## src/hdl/tpp_pkg.sv

```systemverilog
// Package for the touch packet parser: parse phases, configuration
// register indexes, reset values, the shared configuration struct and
// the result struct. No dependencies.
package tpp_pkg;

  localparam int unsigned CfgIdxW = 2;
  localparam int unsigned ByteW   = 8;
  localparam int unsigned CellW   = 3;

  // Configuration register indexes.
  typedef enum logic [CfgIdxW-1:0] {
    CFG_PRESS_SYNC   = 2'd0,
    CFG_RELEASE_SYNC = 2'd1,
    CFG_FILTER_EN    = 2'd2
  } cfg_idx_t;

  localparam logic [ByteW-1:0] PressSyncRst   = 8'd129;
  localparam logic [ByteW-1:0] ReleaseSyncRst = 8'd128;

  // Parse phase: waiting for a sync byte, then the four data bytes.
  typedef enum logic [2:0] {
    PH_SYNC = 3'd0,
    PH_X_LO = 3'd1,
    PH_X_HI = 3'd2,
    PH_Y_LO = 3'd3,
    PH_Y_HI = 3'd4
  } phase_t;

  typedef struct packed {
    logic [ByteW-1:0] press_hdr;
    logic [ByteW-1:0] release_hdr;
    logic             filter_en;
  } cfg_t;

  typedef struct packed {
    logic [CellW-1:0] cell_x;
    logic [CellW-1:0] cell_y;
    logic             pressed_out;
    logic             packet_done;
    logic             packet_is_release;
  } result_t;

endpackage

```

## src/hdl/tpp_if.sv

```systemverilog
// Valid/ready channel interfaces of the touch packet parser: input bytes,
// results and configuration writes. Depends on tpp_pkg.
interface tpp_in_if import tpp_pkg::*; ();
  logic             valid;
  logic             ready;
  logic [ByteW-1:0] rx_byte;
  logic             clear_pressed;

  modport source (output valid, rx_byte, clear_pressed, input ready);
  modport sink   (input valid, rx_byte, clear_pressed, output ready);
endinterface

interface tpp_out_if import tpp_pkg::*; ();
  logic             valid;
  logic             ready;
  logic [CellW-1:0] cell_x;
  logic [CellW-1:0] cell_y;
  logic             pressed_out;
  logic             packet_done;
  logic             packet_is_release;

  modport source (output valid, cell_x, cell_y, pressed_out, packet_done,
                  packet_is_release, input ready);
  modport sink   (input valid, cell_x, cell_y, pressed_out, packet_done,
                  packet_is_release, output ready);
endinterface

interface tpp_cfg_if import tpp_pkg::*; ();
  logic               valid;
  logic               ready;
  logic [CfgIdxW-1:0] index;
  logic [ByteW-1:0]   data;

  modport source (output valid, index, data, input ready);
  modport sink   (input valid, index, data, output ready);
endinterface

```

## src/hdl/touch_packet_parser.sv

```systemverilog
// Touch packet parser, top level. A byte that is taken passes through the
// input register and then the result register, from which its result is
// transferred out. Throughput: one byte per cycle, set by the single-pass
// phase logic; a held result stalls the input only once both registers
// fill. Reset (rst_n, synchronous, active low) returns to the sync search,
// clears the pressed flag and touch cell, and loads sync bytes 129/128 with
// the filter off.
module touch_packet_parser
  import tpp_pkg::*;
(
  input  logic      clk,
  input  logic      rst_n,
  tpp_in_if.sink    in_ch,
  tpp_out_if.source out_ch,
  tpp_cfg_if.sink   cfg_ch
);

  cfg_t cfg;

  // The configuration bank always accepts a write; the index selects the
  // press sync byte, the release sync byte or the filter enable, and an index
  // beyond those is taken and dropped.
  tpp_cfg u_cfg (
    .clk    (clk),
    .rst_n  (rst_n),
    .cfg_ch (cfg_ch),
    .cfg    (cfg)
  );

  // The parser registers each incoming byte, runs one step of the phase
  // machine on it and places the result in an output register. Because the
  // input register and the result register are separate, a new byte is
  // taken while a finished result still waits for its transfer.
  tpp_parser u_parser (
    .clk    (clk),
    .rst_n  (rst_n),
    .cfg    (cfg),
    .in_ch  (in_ch),
    .out_ch (out_ch)
  );

endmodule

```

## src/hdl/tpp_cfg.sv

```systemverilog
// Configuration register bank of the touch packet parser.
// Depends on tpp_pkg and tpp_cfg_if.
module tpp_cfg
  import tpp_pkg::*;
(
  input  logic      clk,
  input  logic      rst_n,
  tpp_cfg_if.sink   cfg_ch,
  output cfg_t      cfg
);

  cfg_t cfg_r;
  cfg_t cfg_nxt;

  assign cfg_ch.ready = 1'b1;
  assign cfg        = cfg_r;

  always_comb begin
    cfg_nxt = cfg_r;
    if (cfg_ch.valid) begin
      unique case (cfg_ch.index)
        CFG_PRESS_SYNC:   cfg_nxt.press_hdr   = cfg_ch.data;
        CFG_RELEASE_SYNC: cfg_nxt.release_hdr = cfg_ch.data;
        CFG_FILTER_EN:    cfg_nxt.filter_en   = cfg_ch.data[0];
        default:          cfg_nxt = cfg_r;
      endcase
    end
  end

  always_ff @(posedge clk) begin
    if (!rst_n) begin
      cfg_r.press_hdr   <= PressSyncRst;
      cfg_r.release_hdr <= ReleaseSyncRst;
      cfg_r.filter_en   <= 1'b0;
    end else begin
      cfg_r <= cfg_nxt;
    end
  end

endmodule

```

## src/hdl/tpp_parser.sv

```systemverilog
// Parser datapath of the touch packet parser: input register, phase state
// machine with coordinate and cell state, and the result register.
// Depends on tpp_pkg, tpp_in_if and tpp_out_if.
module tpp_parser
  import tpp_pkg::*;
(
  input  logic      clk,
  input  logic      rst_n,
  input  cfg_t      cfg,
  tpp_in_if.sink    in_ch,
  tpp_out_if.source out_ch
);

  // Input register.
  logic             s1_valid_r;
  logic [ByteW-1:0] s1_byte_r;
  logic             s1_clr_r;

  // Parser state. Only X bits 11..9 are ever latched, so only those are kept;
  // Y bits 11..9 come straight from the final byte.
  phase_t           phase_r, phase_nxt;
  logic             release_r, release_nxt;
  logic [CellW-1:0] x_top_r, x_top_nxt;
  logic [CellW-1:0] cell_x_r, cell_x_nxt;
  logic [CellW-1:0] cell_y_r, cell_y_nxt;
  logic             pressed_r, pressed_nxt;
  logic             done;

  // Result register.
  logic             out_valid_r;
  result_t          res_r;

  logic advance;
  logic proc;
  logic in_ready;
  logic pressed_clr;

  assign advance  = !out_valid_r || out_ch.ready;
  assign proc     = s1_valid_r && advance;
  assign in_ready = !s1_valid_r || advance;
  assign in_ch.ready = in_ready;

  assign pressed_clr = pressed_r && !s1_clr_r;

  // Next phase.
  always_comb begin
    phase_nxt = phase_r;
    if (proc) begin
      unique case (phase_r)
        PH_SYNC: begin
          if (s1_byte_r == cfg.release_hdr || s1_byte_r == cfg.press_hdr) begin
            phase_nxt = PH_X_LO;
          end
        end
        PH_X_LO: phase_nxt = PH_X_HI;
        PH_X_HI: phase_nxt = PH_Y_LO;
        PH_Y_LO: phase_nxt = PH_Y_HI;
        PH_Y_HI: phase_nxt = PH_SYNC;
        default: phase_nxt = PH_SYNC;
      endcase
    end
  end

  // Data state and result fields.
  always_comb begin
    release_nxt = release_r;
    x_top_nxt   = x_top_r;
    cell_x_nxt  = cell_x_r;
    cell_y_nxt  = cell_y_r;
    pressed_nxt = pressed_r;
    done        = 1'b0;
    if (proc) begin
      pressed_nxt = pressed_clr;
      unique case (phase_r)
        PH_SYNC: begin
          if (s1_byte_r == cfg.release_hdr) begin
            release_nxt = 1'b1;
          end else if (s1_byte_r == cfg.press_hdr) begin
            release_nxt = 1'b0;
          end
        end
        PH_X_HI: x_top_nxt = s1_byte_r[4:2];
        PH_Y_HI: begin
          done = 1'b1;
          if (release_r) begin
            pressed_nxt = 1'b1;
          end else if (!pressed_clr && !cfg.filter_en) begin
            cell_x_nxt = x_top_r;
            cell_y_nxt = s1_byte_r[4:2];
          end
        end
        default: done = 1'b0;
      endcase
    end
  end

  always_ff @(posedge clk) begin
    if (!rst_n) begin
      s1_valid_r  <= 1'b0;
      out_valid_r <= 1'b0;
      phase_r     <= PH_SYNC;
      release_r   <= 1'b0;
      x_top_r     <= '0;
      cell_x_r    <= '0;
      cell_y_r    <= '0;
      pressed_r   <= 1'b0;
    end else begin
      if (in_ready) begin
        s1_valid_r <= in_ch.valid;
      end
      if (advance) begin
        out_valid_r <= s1_valid_r;
      end
      phase_r   <= phase_nxt;
      release_r <= release_nxt;
      x_top_r   <= x_top_nxt;
      cell_x_r  <= cell_x_nxt;
      cell_y_r  <= cell_y_nxt;
      pressed_r <= pressed_nxt;
    end
  end

  always_ff @(posedge clk) begin
    if (in_ready && in_ch.valid) begin
      s1_byte_r <= in_ch.rx_byte;
      s1_clr_r  <= in_ch.clear_pressed;
    end
    if (proc) begin
      res_r.cell_x            <= cell_x_nxt;
      res_r.cell_y            <= cell_y_nxt;
      res_r.pressed_out       <= pressed_nxt;
      res_r.packet_done       <= done;
      res_r.packet_is_release <= release_nxt;
    end
  end

  assign out_ch.valid             = out_valid_r;
  assign out_ch.cell_x            = res_r.cell_x;
  assign out_ch.cell_y            = res_r.cell_y;
  assign out_ch.pressed_out       = res_r.pressed_out;
  assign out_ch.packet_done       = res_r.packet_done;
  assign out_ch.packet_is_release = res_r.packet_is_release;

  // A finished packet always returns the parser to the sync search.
  a_end_to_sync: assert property (@(posedge clk) disable iff (!rst_n)
    proc && phase_r == PH_Y_HI |=> phase_r == PH_SYNC)
    else $error("parser did not return to sync after a packet");

  // A completed release packet must leave the pressed flag set.
  a_release_sets_pressed: assert property (@(posedge clk) disable iff (!rst_n)
    out_valid_r && res_r.packet_done && res_r.packet_is_release |-> res_r.pressed_out)
    else $error("release packet finished without pressed flag");

  // The touch cell only moves when a byte is processed.
  a_cell_stable: assert property (@(posedge clk) disable iff (!rst_n)
    !proc |=> $stable(cell_x_r) && $stable(cell_y_r))
    else $error("touch cell changed without a byte");

  // Back-pressure on the input only arises from a held result.
  a_stall_cause: assert property (@(posedge clk) disable iff (!rst_n)
    !in_ready |-> s1_valid_r && out_valid_r && !out_ch.ready)
    else $error("input stalled without a held result");

endmodule
```

## src/flat_wrapper.sv

```systemverilog
// flat-port wrapper written by rule: the top's interface ports become plain ports
module touch_packet_parser_flat import tpp_pkg::*;
  (clk, rst_n, in_ch_valid, in_ch_rx_byte, in_ch_clear_pressed, in_ch_ready, out_ch_valid, out_ch_cell_x, out_ch_cell_y, out_ch_pressed_out, out_ch_packet_done, out_ch_packet_is_release, out_ch_ready, cfg_ch_valid, cfg_ch_index, cfg_ch_data, cfg_ch_ready);
  tpp_in_if in_ch_i ();
  tpp_out_if out_ch_i ();
  tpp_cfg_if cfg_ch_i ();
  input  logic clk;
  input  logic rst_n;
  input wire logic [$bits(in_ch_i.valid)-1:0] in_ch_valid;
  input wire logic [$bits(in_ch_i.rx_byte)-1:0] in_ch_rx_byte;
  input wire logic [$bits(in_ch_i.clear_pressed)-1:0] in_ch_clear_pressed;
  output wire logic [$bits(in_ch_i.ready)-1:0] in_ch_ready;
  output wire logic [$bits(out_ch_i.valid)-1:0] out_ch_valid;
  output wire logic [$bits(out_ch_i.cell_x)-1:0] out_ch_cell_x;
  output wire logic [$bits(out_ch_i.cell_y)-1:0] out_ch_cell_y;
  output wire logic [$bits(out_ch_i.pressed_out)-1:0] out_ch_pressed_out;
  output wire logic [$bits(out_ch_i.packet_done)-1:0] out_ch_packet_done;
  output wire logic [$bits(out_ch_i.packet_is_release)-1:0] out_ch_packet_is_release;
  input wire logic [$bits(out_ch_i.ready)-1:0] out_ch_ready;
  input wire logic [$bits(cfg_ch_i.valid)-1:0] cfg_ch_valid;
  input wire logic [$bits(cfg_ch_i.index)-1:0] cfg_ch_index;
  input wire logic [$bits(cfg_ch_i.data)-1:0] cfg_ch_data;
  output wire logic [$bits(cfg_ch_i.ready)-1:0] cfg_ch_ready;
  assign in_ch_i.valid = in_ch_valid;
  assign in_ch_i.rx_byte = in_ch_rx_byte;
  assign in_ch_i.clear_pressed = in_ch_clear_pressed;
  assign in_ch_ready = in_ch_i.ready;
  assign out_ch_valid = out_ch_i.valid;
  assign out_ch_cell_x = out_ch_i.cell_x;
  assign out_ch_cell_y = out_ch_i.cell_y;
  assign out_ch_pressed_out = out_ch_i.pressed_out;
  assign out_ch_packet_done = out_ch_i.packet_done;
  assign out_ch_packet_is_release = out_ch_i.packet_is_release;
  assign out_ch_i.ready = out_ch_ready;
  assign cfg_ch_i.valid = cfg_ch_valid;
  assign cfg_ch_i.index = cfg_ch_index;
  assign cfg_ch_i.data = cfg_ch_data;
  assign cfg_ch_ready = cfg_ch_i.ready;
  touch_packet_parser u_core (.clk(clk), .rst_n(rst_n), .in_ch(in_ch_i), .out_ch(out_ch_i), .cfg_ch(cfg_ch_i));
endmodule
```

## config.mk

```make
export PLATFORM = sky130hd
export DESIGN_NAME = touch_packet_parser_flat
export DESIGN_NICKNAME = d
export VERILOG_FILES = /design/src/hdl/tpp_pkg.sv /design/src/hdl/tpp_if.sv /design/src/hdl/touch_packet_parser.sv /design/src/hdl/tpp_cfg.sv /design/src/hdl/tpp_parser.sv /design/src/flat_wrapper.sv
export SDC_FILE = /design/constraint.sdc
export NUM_CORES = 1
export LEC_CHECK = 0
export BUFFER_PORTS_ARGS = -buffer_cell sky130_fd_sc_hd__buf_2
export CORE_ASPECT_RATIO = 1.25
export CORE_UTILIZATION = 35
export CTS_BUF_LIST = sky130_fd_sc_hd__clkbuf_4 sky130_fd_sc_hd__clkbuf_8
export CTS_CLUSTER_SIZE = 40
export DETAILED_ROUTE_END_ITERATION = 8
export GPL_TIMING_DRIVEN = 0
export PLACE_DENSITY = 0.56
export SLEW_MARGIN = 15
export SYNTH_ARGS = -nofsm -noshare
export SYNTH_HDL_FRONTEND = slang
export SYNTH_HIERARCHICAL = 1
export SYNTH_SLANG_ARGS = --single-unit
```

## constraint.sdc

```tcl
create_clock -name clk -period 5.06 [get_ports clk]
set_clock_uncertainty 0.1 [all_clocks]
set_input_delay 0.253 -clock clk [delete_from_list [all_inputs] [get_ports clk]]
set_output_delay 0.253 -clock clk [all_outputs]
set_load 0.005 [all_outputs]
```

==> results.json <==
{
  "status": "complete, no violations",
  "synth_edf_count": 18,
  "post-cts-setup-buffer-count": 0,
  "criticalPathCategory": "flip-flop to flip-flop",
  "synth_mux_area_share_pct": 8.863,
  "max-cap-violations": 0,
  "maxSlewViolCount": 0,
  "synth_cell_types": 38,
  "cts-buffers-inserted": 5,
  "clkSinkCount": 51,
  "cts_tree": "done",
  "seq_area_frac_synth_pct": 55.98,
  "async_flop_share_pct": 0,
  "fp.dieH_um": 89.54,
  "critPathSlowestCell": "edfxtp_1",
  "finalSetupViolations": 0,
  "place_ws_ns": 3.202,
  "crit_path_start": "u_core/u_parser/s1_byte_r[3]",
  "min_period_ns": 1.843,
  "report.final.hold_viol_count": 0,
  "vdd_drop_max_mv": 0.1652,
  "start_util_pct": 36.64,
  "num_io_pins": 36,
  "cts.htree.levels": 2,
  "max_stage_delay_ns": 0.48,
  "r2r_setup_slack_ns": 3.22,
  "worst_setup_path_end_kind": "flip-flop",
  "synth_xor_area_share_pct": 6.531,
  "drive_gt1_share_pct": 20.90,
  "wl_um": 3951,
  "fin_nets": 267,
  "netlist_top_cells_area": "dfxtp_1, edfxtp_1, mux2i_1",
  "dp_cells": 318,
  "post-route-util_pct": 43.22,
  "wl_per_cell_um": 12.12,
  "synthAdderAreaFrac_pct": 0,
  "row_count": 31,
  "drt-pass1-iter-count": 4,
  "globalplace.congestion": 0.7367,
  "worst_pin_slew_ns": 0.5763,
  "setup_ws_ns": 3.217,
  "synth_top_family_by_area": "simple AND/OR/NAND/NOR gates",
  "drc": 0,
  "synth_top_area_share_pct": 30.79,
  "rsz0062_at_grt": "false",
  "postSynthRegisterBits": 51,
  "cp.arrival_ns": 1.80,
  "ant_nets": 0,
  "fp.dieW_um": 72.04,
  "path_clk_slew_ns": 0.09,
  "syn_to_final_growth_pct": 17.96,
  "synth-simple-area-share_pct": 18.31,
  "hold_slack_ns": 0.01869,
  "grt_first_pass_wirelength_um": 6658,
  "crit_fanout": 4,
  "synth_top_cells_by_count": "nand2_1, dfxtp_1, mux2i_1, edfxtp_1, xor2_1",
  "num_antenna_cells": 0,
  "worstPathRequired_ns": 5.02,
  "crit_path_cell_trace": "xor2_1, nor4_1, nand3_1, a32o_1",
  "hold_start": "in_ch_rx_byte[2]",
  "timing.fmax_ghz": 0.5426,
  "post_cts_resized": 0,
  "grt_max_degree": 17,
  "worstSetupStartpointType": "flip-flop",
  "synth_top_area_cell": "dfxtp_1",
  "synthFlopType": "dfxtp_1",
  "relSlewSlack_pct": 61.17,
  "die-area_um2": 6450,
  "final.setup.tns_ns": 0,
  "clock_latency_ns": 0.30,
  "gr-total-overflow": 0,
  "numPortBuffers": 34,
  "syn_area_per_cell_um2": 10.62,
  "core_um2": 5857,
  "powerDensity_nw_per_um2": 309.1,
  "stdcell_count": 326,
  "finalCritPeriodShare_pct": 36.42,
  "hold_buffers": 0,
  "antenna_found_initial": 0,
  "viasPerCell": 4.598,
  "clock_path_buffers": 2,
  "syn_nets": 226,
  "hp-class": "primary input to flip-flop",
  "p_leak_uw": 0.001076,
  "rr_startpoint": "u_core/u_parser/s1_byte_r[3]",
  "synth_area_um2": 2146,
  "dp_hpwl_um": 2921,
  "synth_warnings": 6,
  "syn_inst": 202,
  "synth_most_common_cell": "nand2_1",
  "synth_compound_area_share_pct": 7.172,
  "grt_usage_pct": 13.70,
  "cts_root_buffer": "clkbuf_8",
  "vias": 1499,
  "dr.first_iter.drc_count": 68,
  "grt_pass1_vias": 1464
}
-- report_power, final --
group	switching [uW]	total (uW)	internal (uW)	leakage [uW]
Combinational	30.4	54.8	24.4	0.000575
Clock	135	282	147	0.0000581
Sequential	8.44	445	437	0.000443
Total	174	782	609	0.00108
-- metrics by stage --
| step | power [uW] | cell area, um^2 |
|---|---|---|
| global route | 812.9 | 2531 |
| CTS | 790.9 | 2531 |
| detailed placement | 510.6 | 2419 |
| finish | 782.3 | 2531 |
| floorplan | 486.3 | 2146 |
| global placement | 509.9 | 2419 |
-- cell type report --
| type | instances | area, um^2 |
|---|---|---|
| Sequential cell | 51 | 1201 |
| Fill cell | 590 | 3326 |
| Tap cell | 82 | 102.6 |
| Multi-Input combinational cell | 138 | 880.8 |
| Buffer | 8 | 45.04 |
| Inverter | 5 | 18.77 |
| Clock buffer | 5 | 68.82 |
| Clock inverter | 3 | 43.79 |
| Timing Repair Buffer | 34 | 170.2 |
-- layout by cell type (no fill, tap or decap), types with 2 or more instances in the layout --
| master | synthesis | layout |
|---|---|---|
| nor2b_1 | 4 | 4 |
| buf_2 | 3 | 37 |
| inv_1 | 5 | 5 |
| nand3_1 | 9 | 9 |
| nand2_1 | 35 | 35 |
| nand2b_1 | 2 | 2 |
| mux2i_1 | 19 | 19 |
| xor2_1 | 16 | 16 |
| clkbuf_8 | 0 | 5 |
| clkbuf_1 | 3 | 3 |
| nor3b_2 | 2 | 2 |
| a21oi_1 | 12 | 12 |
| edfxtp_1 | 18 | 18 |
| dfxtp_1 | 33 | 33 |
| and2_1 | 3 | 3 |
| nor2_1 | 6 | 6 |
| nor4_1 | 4 | 4 |
| o21ai_0 | 7 | 7 |
-- metal layers --
layer | GRT usage (%) | up-vias | wire length [um]
met3 | 3.382 | 8 | 141
met1 | 15.47 | 676 | 1735
li1 | - | 781 | -
met2 | 24.79 | 34 | 1990
met5 | 0 | - | 0
met4 | 5.526 | 0 | 84
-- critical path: cells and delay by family, from the launching register on --
family	cells	cell delay [ns]
flip-flops	1	0.48
AO/OA/AOI/OAI	1	0.25
AND/OR/NAND/NOR	2	0.57
XOR/XNOR	1	0.20
-- cell families (layout without fill, tap and decap cells) --
| logic type | count (synthesis) | count (layout) |
|---|---|---|
| simple gates | 76 | 76 |
| flops | 51 | 51 |
| compound gates | 26 | 26 |
| mux | 19 | 19 |
| xor+xnor | 16 | 16 |
| buf+inv | 13 | 55 |
| other cells | 1 | 1 |
-- state kept, by name (all words and copies together), names as in the netlist, 3 cells and up --
| signal | cells |
|---|---|
| u_core/u_parser/cell_x_r | 3 |
| u_core/u_parser/phase_r | 3 |
| u_core/u_parser/x_top_r | 3 |
| u_core/u_parser/cell_y_r | 3 |
| u_core/u_parser/out_ch.cell_y | 3 |
| u_core/u_cfg/cfg | 17 |
| u_core/u_parser/out_ch.cell_x | 3 |
| u_core/u_parser/s1_byte_r | 8 |
-- worst paths after layout --
path,end,cells past startpoint
setup reg to reg,u_core/u_parser/out_ch.packet_is_release,4
hold reg to reg,u_core/u_cfg/cfg[7],2
setup / recovery,u_core/u_parser/out_ch.packet_is_release,4
hold / removal,u_core/u_parser/s1_byte_r[2],1
(Power assumes the default switching activity.)
